<file path="src/mbcs_sc_pkg.sv">
// shared types and codes for the state-table character counter
// no dependencies
package mbcs_sc_pkg;

    localparam int unsigned STATE_W  = 7;
    localparam int unsigned BYTE_W   = 8;
    localparam int unsigned OFF_W    = 24;
    localparam int unsigned TOTAL_W  = 32;
    localparam int unsigned COUNT_W  = 31;
    localparam int unsigned ACTION_W = 4;
    localparam int unsigned STATUS_W = 3;

    typedef enum logic [1:0] {
        FUNC_WRITE = 2'd0,
        FUNC_BYTE  = 2'd1,
        FUNC_END   = 2'd2
    } func_t;

    typedef enum logic [STATUS_W-1:0] {
        ST_OK          = 3'd0,
        ST_ILLEGAL     = 3'd1,
        ST_CHANGE_ONLY = 3'd2,
        ST_RESERVED    = 3'd3,
        ST_TOO_SHORT   = 3'd4
    } status_t;

    // actions up to this code count one character
    localparam logic [ACTION_W-1:0] ACT_LAST_COUNTED = 4'd6;
    localparam logic [ACTION_W-1:0] ACT_ILLEGAL      = 4'd7;
    localparam logic [ACTION_W-1:0] ACT_CHANGE_ONLY  = 4'd8;

    localparam logic [COUNT_W-1:0] COUNT_MAX = {COUNT_W{1'b1}};

    // payload holds the offset of a transition, or the action in its low bits
    typedef struct packed {
        logic               is_final;
        logic [STATE_W-1:0] next_state;
        logic [OFF_W-1:0]   payload;
    } entry_t;

    typedef struct packed {
        logic               wr_en;
        logic               rd_en;
        logic [STATE_W-1:0] row;
        logic [BYTE_W-1:0]  col;
        entry_t             wdata;
    } tbl_req_t;

    typedef struct packed {
        logic  valid;
        func_t func;
        logic  oob;
    } s2_ctl_t;

    typedef struct packed {
        logic [COUNT_W-1:0] char_count;
        status_t            status;
    } walk_res_t;

endpackage

</file>
<file path="src/mbcs_sc_walk.sv">
// walk state: current state, offset total, character total, latched error
// depends on mbcs_sc_pkg
module mbcs_sc_walk (
    input  logic                               clk,
    input  logic                               rst_n,
    input  logic                               commit,
    input  mbcs_sc_pkg::s2_ctl_t               ctl,
    input  mbcs_sc_pkg::entry_t                entry,
    output logic [mbcs_sc_pkg::STATE_W-1:0]    cur_state_next,
    output mbcs_sc_pkg::walk_res_t             res
);

    logic [mbcs_sc_pkg::STATE_W-1:0]  state_reg, state_next;
    logic [mbcs_sc_pkg::TOTAL_W-1:0]  offset_reg, offset_next;
    logic [mbcs_sc_pkg::COUNT_W-1:0]  count_reg, count_next;
    mbcs_sc_pkg::status_t             err_reg, err_next;
    logic [mbcs_sc_pkg::ACTION_W-1:0] act;

    assign act = entry.payload[mbcs_sc_pkg::ACTION_W-1:0];

    always_comb
    begin
        state_next  = state_reg;
        offset_next = offset_reg;
        count_next  = count_reg;
        err_next    = err_reg;
        if (ctl.valid)
        begin
            unique case (ctl.func)
                mbcs_sc_pkg::FUNC_BYTE:
                begin
                    if (err_reg == mbcs_sc_pkg::ST_OK)
                    begin
                        if (ctl.oob)
                        begin
                            err_next = mbcs_sc_pkg::ST_ILLEGAL;
                        end
                        else if (!entry.is_final)
                        begin
                            state_next  = entry.next_state;
                            offset_next = offset_reg
                                + mbcs_sc_pkg::TOTAL_W'(entry.payload);
                        end
                        else if (act <= mbcs_sc_pkg::ACT_LAST_COUNTED)
                        begin
                            if (count_reg != mbcs_sc_pkg::COUNT_MAX)
                            begin
                                count_next = count_reg + mbcs_sc_pkg::COUNT_W'(1);
                            end
                            state_next  = entry.next_state;
                            offset_next = '0;
                        end
                        else if (act == mbcs_sc_pkg::ACT_ILLEGAL)
                        begin
                            err_next = mbcs_sc_pkg::ST_ILLEGAL;
                        end
                        else if (act == mbcs_sc_pkg::ACT_CHANGE_ONLY)
                        begin
                            err_next = mbcs_sc_pkg::ST_CHANGE_ONLY;
                        end
                        else
                        begin
                            err_next = mbcs_sc_pkg::ST_RESERVED;
                        end
                    end
                end
                mbcs_sc_pkg::FUNC_END:
                begin
                    state_next  = '0;
                    offset_next = '0;
                    count_next  = '0;
                    err_next    = mbcs_sc_pkg::ST_OK;
                end
                default:
                begin
                    state_next = state_reg;
                end
            endcase
        end
    end

    // report for an end item, taken from the totals before it
    always_comb
    begin
        if (err_reg != mbcs_sc_pkg::ST_OK)
        begin
            res.status = err_reg;
        end
        else if (offset_reg != '0)
        begin
            res.status = mbcs_sc_pkg::ST_TOO_SHORT;
        end
        else
        begin
            res.status = mbcs_sc_pkg::ST_OK;
        end
        res.char_count = (res.status == mbcs_sc_pkg::ST_OK) ? count_reg : '0;
    end

    always_ff @(posedge clk or negedge rst_n)
    begin
        if (!rst_n)
        begin
            state_reg  <= '0;
            offset_reg <= '0;
            count_reg  <= '0;
            err_reg    <= mbcs_sc_pkg::ST_OK;
        end
        else if (commit)
        begin
            state_reg  <= state_next;
            offset_reg <= offset_next;
            count_reg  <= count_next;
            err_reg    <= err_next;
        end
    end

    assign cur_state_next = state_next;

endmodule

</file>
<file path="config.mk">
export PLATFORM = sky130hd
export DESIGN_NAME = mbcs_sc_walk
export DESIGN_NICKNAME = d
export VERILOG_FILES = /design/src/mbcs_sc_pkg.sv /design/src/mbcs_sc_walk.sv
export SDC_FILE = /design/constraint.sdc
export NUM_CORES = 1
export LEC_CHECK = 0
export BUFFER_PORTS_ARGS = -buffer_cell sky130_fd_sc_hd__buf_2
export CAP_MARGIN = 5
export CELL_PAD_IN_SITES_DETAIL_PLACEMENT = 0
export CELL_PAD_IN_SITES_GLOBAL_PLACEMENT = 2
export CORE_UTILIZATION = 34
export DETAILED_ROUTE_END_ITERATION = 6
export HOLD_SLACK_MARGIN = 0.03
export PLACE_DENSITY_LB_ADDON = 0.1
export SETUP_SLACK_MARGIN = 0.1
export SLEW_MARGIN = 20
export SYNTH_ARGS = -nofsm -noshare
export SYNTH_HDL_FRONTEND = slang
export SYNTH_SLANG_ARGS = --single-unit
</file>
<file path="constraint.sdc">
create_clock -name clk -period 2.9 [get_ports clk]
set_input_delay 0.435 -clock clk [delete_from_list [all_inputs] [get_ports clk]]
set_output_delay 0.435 -clock clk [all_outputs]
set_load 0.05 [all_outputs]
</file>
* Yosys cells after proc, flatten, opt, wreduce, memory -nomap -nowiden
Index checks and enable logic that the tools add are counted.
** Word-level totals
- Bits of input ports :: 39
- Flip-flop bits (word level) :: 73
- Memories :: 0
- Bits in read-only memories :: 0
- Latch bits :: 0
- Logic and storage cells :: 55
- RAM bits :: 0
** Cells by class
- Shifts and indexed selects :: 0
- Eq/ne operators :: 13
- $add $sub $neg :: 2
- Divide/modulo/power cells :: 0
- Bitwise logic cells :: 0
- Reductions and logical operators :: 8
- Multiplexer cells :: 27
- Order comparisons :: 1
- $mul :: 0
** Operators with widths (number)
- 31-bit 2-to-1 mux :: 6
- 32-bit 2-to-1 mux :: 4
- 32-bit case mux with 2 select lines :: 1
- 31-bit case mux with 2 select lines :: 1
- 7-bit 2-to-1 mux :: 5
- 32-bit by 24-bit adder with 32-bit output :: 1
- 32-bit nonzero test :: 1
- 31-bit by 1-bit adder with 31-bit output, second input constant :: 1
- 31-bit inequality test, second input constant :: 1
- 3-bit 2-to-1 mux :: 6
- 7-bit case mux with 2 select lines :: 1
- 6-bit AND reduction :: 2
- 2-bit inequality test, second input constant :: 5
- 3-bit inequality test, second input constant :: 3
- 8-bit AND reduction :: 1
- 3-bit logical NOT :: 2
- 3-bit case mux with 2 select lines :: 1
- 4-bit by 3-bit equality test with 1-bit output, second input constant :: 1
- 4-bit equality test, second input constant :: 1
- 4-bit by 3-bit less-or-equal comparator with 1-bit output, second input constant :: 1
- 3-bit nonzero test :: 1
- 2-bit by 1-bit equality test with 1-bit output, second input constant :: 1
- 2-bit equality test, second input constant :: 1
- 2-bit 2-to-1 mux :: 1
- 2 further kinds :: 2

* Longest topological paths before layout
Gate-level depths: netlist of the first run.
- Word-level depth :: 8
- Mapped depth :: 12
- Mapped depth without buffers :: 11

* Worst setup path after synthesis of the first run
OpenSTA, ideal clock, no wires.
- Path type :: input -> register
- From :: input entry[0] (netlist name)
- To :: register offset_reg[30] (netlist name)
- Required time :: 2831 ps
- Buffers on the path :: 0
- Arrival :: 2571 ps
- Setup slack :: 260 ps
- Stages on the path :: 11
- Path through :: ha_1 inv_1 fa_1 nand2b_1 a21oi_1 o31a_1 nand4_1 a31oi_1 a31oi_1 or4_1 nand3_1
** On the way
- Cells in the longest elaborated chain, start to end :: 5
- Elaborated cells between the ends (all ways) :: 8
- Those cells by class :: add/sub (1); order compare (1); eq/ne (1); mux (4); reduce/logical (1)
** RTL lines
- from (decl) :: RTL line mbcs_sc_walk.sv:8 : input mbcs_sc_pkg::entry_t entry,
- 32-bit by 24-bit adder with 32-bit output :: RTL line mbcs_sc_walk.sv:42 : + mbcs_sc_pkg::TOTAL_W'(entry.payload);
- 32-bit 2-to-1 mux :: RTL line mbcs_sc_walk.sv:38 : else if (!entry.is_final)
- 32-bit 2-to-1 mux :: RTL line mbcs_sc_walk.sv:34 : if (ctl.oob)
- 32-bit 2-to-1 mux :: RTL line mbcs_sc_walk.sv:32 : if (err_reg == mbcs_sc_pkg::ST_OK)
- 32-bit case mux with 2 select lines :: RTL line mbcs_sc_walk.sv:29 : unique case (ctl.func)
- to (signal assigned) :: RTL line mbcs_sc_walk.sv:112 : offset_reg <= offset_next;
- to (decl) :: RTL line mbcs_sc_walk.sv:14 : logic [mbcs_sc_pkg::TOTAL_W-1:0] offset_reg, offset_next;
Several ways; a longest one is shown, not always the timed one. The select of a mux whose other input is x is not followed.
A chain may end at the register's enable or synchronous reset.

==> flow_summary.yaml, run 1 <==
final_layout:
  layout-drive-gt1-share: 0.226
  largest_register_ffs: 32
  synthToLayoutAreaGrowth_pct: 23.4
  final_nets: 812
  utilization: 0.427
setup_path:
  crit_type: "flop to primary output"
  start_kind: "flop"
  path_delay_family: "simple AND/OR/NAND/NOR gates"
  worst-path-max-fanout: 32
  end_kind: "primary output"
  slowest_delay_ps: 410
  cp_data_required_time_ps: 2470
  worst-path-buf-inv: 2
  crit_arrival_ps: 2280
  crit_slowest_cell: "dfrtp_1"
  crit_chain: "nor4_2 > nand4_1 > nor3_2 > buf_12 > and3_1 > buf_2"
power:
  ir_worst_vdd_mv: 0.258
  p_leak_uw: 0.00313
  power_density_nw_per_um2: 628
  p_total_uw: 4060
clocking:
  cts_buffers: 9
  clock_latency_ps: 350
  cts.sinks: 72
  clk_pin_slew_worst_paths_ps: 60
  hold_buffers: 0
  root_buffer: "clkbuf_16"
  clock_path_buffers: 2
  cts_tree: "done"
  h-tree-depth: 3
logic_synthesis:
  yosysUniqueCellTypes: 60
  synth_cells: 645
  synth-edff-count: 0
  synth_xor_area_frac: 0.0401
  ys_seq_elements: 72
  synth_compound_area_frac: 0.207
  ys_seq_area_frac: 0.344
  ys_warn_count: 0
  syn-cell-area_um2: 5250
  synth.avg_cell_area_um2: 8.13
  syn-num-nets: 712
  synth-main-ff-cell: "dfrtp_1"
  synth_mux_area_frac: 0.0322
  synth_adder_area_share: 0.0682
  yosys.area_share.simple: 0.269
  synthArstFlopShare: 1.00
  synth_top_family_by_area: "simple AND/OR/NAND/NOR gates"
route:
  vias: 5073
  ant_nets: 0
  drt_wl_total_mm: 15.4
  wire_per_inst_um: 16.4
  drt_drc_violations_left: 0
  drt_iter0_drc: 244
  dr.pass1.iters: 5
  avgViaCountPerCell: 5.41
sta:
  rsz0062_at_grt: "yes"
  fmax_ghz: 0.369
  finalCritPeriodShare: 0.936
  min_period_ps: 2710
  worst_pin_slew_ps: 711
  finClkSkew_ps: 6.76
  hold_viol: 0
  relSlewSlack: 0.526
  tns_ps: 0
  final-max-slew-violation-count: 0
  setup_viol: 0
min_path:
  hold_path_class: "input port to asynchronous set/reset pin"
global_route:
  grt_start_max_net_pins: 73
  grt_first_pass_wirelength_mm: 26.0
  grt_pass1_vias: 5225
  antenna_found_initial: 0
  grt_use_total: 0.207
  grt-ovfl-total: 0
job:
  max_cap_violations: 0
die:
  rows: 45
  fp.dieW_um: 126
  core_area_um2: 15100
  io_pins: 80
  fp.dieArea_um2: 15900
  die_y_um: 126
  initial_utilization: 0.346
outcome:
  status: "complete, no violations"
place:
  numPortBuffers: 79
  dp_hpwl_mm: 11.3
  gp_congestion: 0.865
[routing by layer]
metal	track usage	part of all wire	wire (um)	vias to the layer above
met5	0	0	0	-
met4	0.0624	0.013	206	0
met3	0.0370	0.023	355	12
met2	0.383	0.51	7910	69
met1	0.240	0.45	6920	2422
li1	-	-	-	2570
[final timing paths]
check | start | to | slack [ps] | depth (start not counted)
max | offset_reg[10] | res[3] | 190 | 6
min | rst_n | count_reg[13] | 120 | 1
max reg2reg | offset_reg[0] | offset_reg[30] | 230 | 11
min reg2reg | state_reg[6] | state_reg[6] | 510 | 1
max in group asynchronous | rst_n | offset_reg[26] | 2300 | 1
min in group clk | ctl[0] | err_reg[1] | 370 | 2
[kinds of logic after synthesis]
family                   Yosys count
flip-flops                        72
XOR/XNOR                          24
multiplexers                      16
AND/OR/NAND/NOR                  275
buffers and inverters             49
adder cells (fa/ha/maj)           28
AO/OA/AOI/OAI                    181
[cell type report]
class                   count  area (um2)
well taps                 188         235
repair buffers            125         785
flip-flops and latches     72        1800
clock buffers              11         243
multi-input cells         524        3310
inverters                  13        48.8
fillers                  1585        8680
clock inverters             4        45.0
diodes                      1        2.50
[metrics by stage]
step                      instance area (um2)  setup slack [ps]  hold WS [ps]  instances
after floorplan                          5250               260           139        645
after global placement                   6100              35.2           490        920
after detailed placement                 6100             -35.0           500        920
after CTS                                6400              89.7           306        935
after global routing                     6470              79.3           190        937
final                                    6470               186           119        938
[layout by cell type, fill, tap and decap left out, types with 3 or more instances in the layout]
master,instances
nand2_1,74
o21a_1,6
mux2i_1,9
inv_1,13
a31oi_1,3
nor4_2,5
nand4_1,15
and3_1,42
or3_1,7
clkbuf_16,9
a22o_1,5
xor2_1,14
nor3_1,20
o21ai_0,54
xnor2_1,10
buf_2,78
nand2b_1,7
nor4_1,7
nand3_1,28
o21ai_1,16
ha_1,26
a21o_1,16
or4_1,7
buf_4,43
a21oi_1,51
clkinv_2,3
dfrtp_1,72
o31a_1,3
buf_12,3
nor2_1,43
o31ai_1,3
mux2_2,7
[report_power, final]
group          switching [uW]  total, uW  internal [uW]
clock network             446       1130            681
registers                95.2       1190           1100
logic                    1150       1740            593
total                    1690       4060           2370
[synthesized netlist by cell type, drive strengths merged (2+ instances only)]
cell / count / area (um2)
a31oi: 5 / 31.3
and2: 2 / 12.5
inv: 13 / 48.8
and3: 42 / 263
a211oi: 2 / 15.0
xnor2: 10 / 87.6
nor3b: 2 / 15.0
nor2b: 2 / 12.5
a21oi: 52 / 260
nand4: 16 / 106
o21a: 6 / 45.0
nor2: 44 / 168
o21ai: 71 / 359
or4: 8 / 63.8
o2111ai: 2 / 17.5
ha: 27 / 338
o21bai: 3 / 33.8
o211ai: 2 / 15.0
mux2i: 9 / 90.1
or3: 8 / 55.1
nand3: 28 / 140
nor3: 21 / 105
a211o: 2 / 17.5
buf: 6 / 48.8
clkbuf: 30 / 113
xor2: 14 / 123
o31a: 3 / 26.3
o31ai: 3 / 22.5
a22o: 5 / 43.8
a21o: 16 / 120
dfrtp: 72 / 1800
nand2: 74 / 278
mux2: 7 / 78.8
nand2b: 8 / 50.1
nor4: 12 / 75.1
or2: 2 / 12.5
[worst register-to-register path: stages (launching register included)]
cell and delay [ps]:
dfrtp_1 370, ha_2 190, inv_1 50, fa_2 340
nand2b_4 170, a21oi_4 170, o31a_1 200, nand4_1 140
a31oi_2 260, a31oi_2 120, or4_1 490, nand3_1 100
[repair_timing]
item                                    4_1_cts  5_1_grt
pin swaps                                     0        5
setup buffers                                 0        2
endpoints found under the hold margin         0        0
endpoints found under the setup margin       32       18
resized for setup                             2       12
(Power assumes the default switching activity.)
==> run 2: changes to the inputs <==
--- a/config.mk
+++ b/config.mk
@@ -9,7 +9,7 @@
 export CAP_MARGIN = 5
 export CELL_PAD_IN_SITES_DETAIL_PLACEMENT = 0
 export CELL_PAD_IN_SITES_GLOBAL_PLACEMENT = 2
-export CORE_UTILIZATION = 34
+export CORE_UTILIZATION = 31
 export DETAILED_ROUTE_END_ITERATION = 6
 export HOLD_SLACK_MARGIN = 0.03
 export PLACE_DENSITY_LB_ADDON = 0.1
==> constraint.sdc (replaced) <==
create_clock -name clk -period 2.4 [get_ports clk]
set_input_delay 0.36 -clock clk [delete_from_list [all_inputs] [get_ports clk]]
set_output_delay 0.36 -clock clk [all_outputs]
set_load 0.05 [all_outputs]
==> flow_summary.yaml, run 2 (synthesis results as in run 1) <==
route:
  drt_wl_total_mm: 18.3
  drt_iter0_drc: 208
  drt_drc_violations_left: 0
  ant_nets: 0
  dr.pass1.iters: 4
  wire_per_inst_um: 16.9
  vias: 5715
  avgViaCountPerCell: 5.28
die:
  die_y_um: 132
  initial_utilization: 0.317
  rows: 47
  fp.dieW_um: 132
  fp.dieArea_um2: 17400
  io_pins: 80
  core_area_um2: 16500
sta:
  relSlewSlack: 0.644
  final-max-slew-violation-count: 0
  hold_viol: 0
  setup_viol: 40
  tns_ps: -7570
  finalCritPeriodShare: 1.10
  worst_pin_slew_ps: 528
  fmax_ghz: 0.378
  min_period_ps: 2640
  rsz0062_at_grt: "yes"
  layout_setup_ws_ps: -244
  finClkSkew_ps: 7.75
setup_path:
  worst-path-max-fanout: 6
  path_delay_family: "simple AND/OR/NAND/NOR gates"
  r2r-start: "offset_reg[0]"
  crit_top_cell: "buf_6"
  slowest_delay_ps: 390
  start_kind: "flop"
  crit_type: "flop to primary output"
  r2r_cells: 11
  rr_endpoint: "offset_reg[30]"
  cp_data_required_time_ps: 2040
  worst-path-buf-inv: 5
  crit_slowest_cell: "dfrtp_1"
  crit_arrival_ps: 2280
  rrSetupSlack_ps: -90
  end_kind: "primary output"
  crit_chain: "buf_6 > nor4_4 > buf_4 > nand4_1 > nor3_4 > buf_6 > buf_6 > and3_4 > buf_8"
final_layout:
  fin_area_um2: 8750
  largest_register_ffs: 32
  multi_input_area_um2: 4160
  final_common_cell: "buf_4"
  fillers: 1552
  layout-drive-gt1-share: 0.476
  final_cell_mix: "buf_4, dfrtp_1, nand2_1"
  final_nets: 924
  final-seq-area_um2: 1800
  synthToLayoutAreaGrowth_pct: 66.7
global_route:
  grt_use_total: 0.214
  grt_start_max_net_pins: 43
  grt-ovfl-total: 0
  grt_pass1_vias: 5922
  antenna_found_initial: 1
  grt_first_pass_wirelength_mm: 29.5
clocking:
  cts_tree: "done"
  root_buffer: "clkbuf_16"
  clock_latency_ps: 340
  cts.sinks: 72
  cts_buffers: 9
  clk_pin_slew_worst_paths_ps: 60
  clock_path_buffers: 2
  h-tree-depth: 3
place:
  dp_hpwl_mm: 13.0
  placed_area_um2: 6840
  gp_congestion: 0.839
  numPortBuffers: 79
outcome:
  status: "finished with violations"
  failed_checks: "negative setup slack"
job:
  max_cap_violations: 0
min_path:
  whs_path_depth: 2
  hold_start: "ctl[0]"
  hold_path_class: "input port to flop"
  whs_endpoint: "err_reg[1]"
power:
  power_density_nw_per_um2: 706
  p_leak_uw: 0.00394
  ir_worst_vdd_mv: 0.385
==> run 2: timing repair <==
item | CTS | global route
endpoints found under the hold margin | 30 | 0
pin swaps | 48 | 79
cloned | 4 | 1
setup endpoints to repair | 86 | 90
hold buffers | 1 | 0
resized for setup | 167 | 162
buffers inserted | 23 | 13
==> run 2: worst max path at each step <==
stage | end | slack, ps | start | depth (start not counted)
after CTS | res[20] | -230 | offset_reg[8] | 9
final | res[24] | -240 | offset_reg[16] | 9
after global routing | res[24] | -360 | offset_reg[17] | 8
after detailed placement | offset_reg[30] | -390 | entry[0] | 12
after global placement | offset_reg[30] | -320 | entry[0] | 12
after floorplan | offset_reg[30] | -50 | entry[0] | 11
==> run 2: worst register-to-register path, cell delays in order (launching register included) <==
cell      delay [ps]
dfrtp_1          360
ha_2             210
inv_2             40
fa_2             330
nand2b_4         160
a21oi_4          140
o31a_1           170
nand4_1          160
a31oi_4          250
a31oi_4          120
or4_1            410
nand3_1           80
==> run 2: area by class of cell <==
cell class              count  area share
repair buffers            237       0.247
multi-input cells         524       0.476
inverters                  13     0.00558
clock buffers              14      0.0290
flip-flops and latches     72       0.206
clock inverters             2     0.00443
diodes                      1    0.000286
well taps                 220      0.0315
==> run 2: routing by layer <==
layer,up-vias,GRT usage,share of wire
li1,2784,-,-
met1,2786,0.235,0.40
met2,107,0.409,0.54
met3,38,0.0296,0.028
met4,0,0.0866,0.026
met5,-,0,0
==> run 2: where the power goes <==
| group | switching, uW | internal (uW) | total [uW] |
|---|---|---|---|
| Clock | 548 | 839 | 1390 |
| Sequential | 112 | 1320 | 1440 |
| Combinational | 1800 | 1560 | 3350 |
==> run 2: stage by stage <==
| stage | total power, uW | setup slack [ps] | hold slack (ps) | std cells | util |
|---|---|---|---|---|---|
| 2_1_floorplan | 2950 | -46.7 | 64.4 | 645 | - |
| 3_3_place_gp | 3760 | -316 | 348 | 1026 | 0.414 |
| 3_5_place_dp | 3790 | -387 | 347 | 1026 | 0.414 |
| 4_1_cts | 5780 | -225 | 305 | 1070 | 0.480 |
| 5_1_grt | 6490 | -363 | 336 | 1082 | 0.529 |
| 6_report | 6180 | -244 | 315 | 1083 | 0.529 |
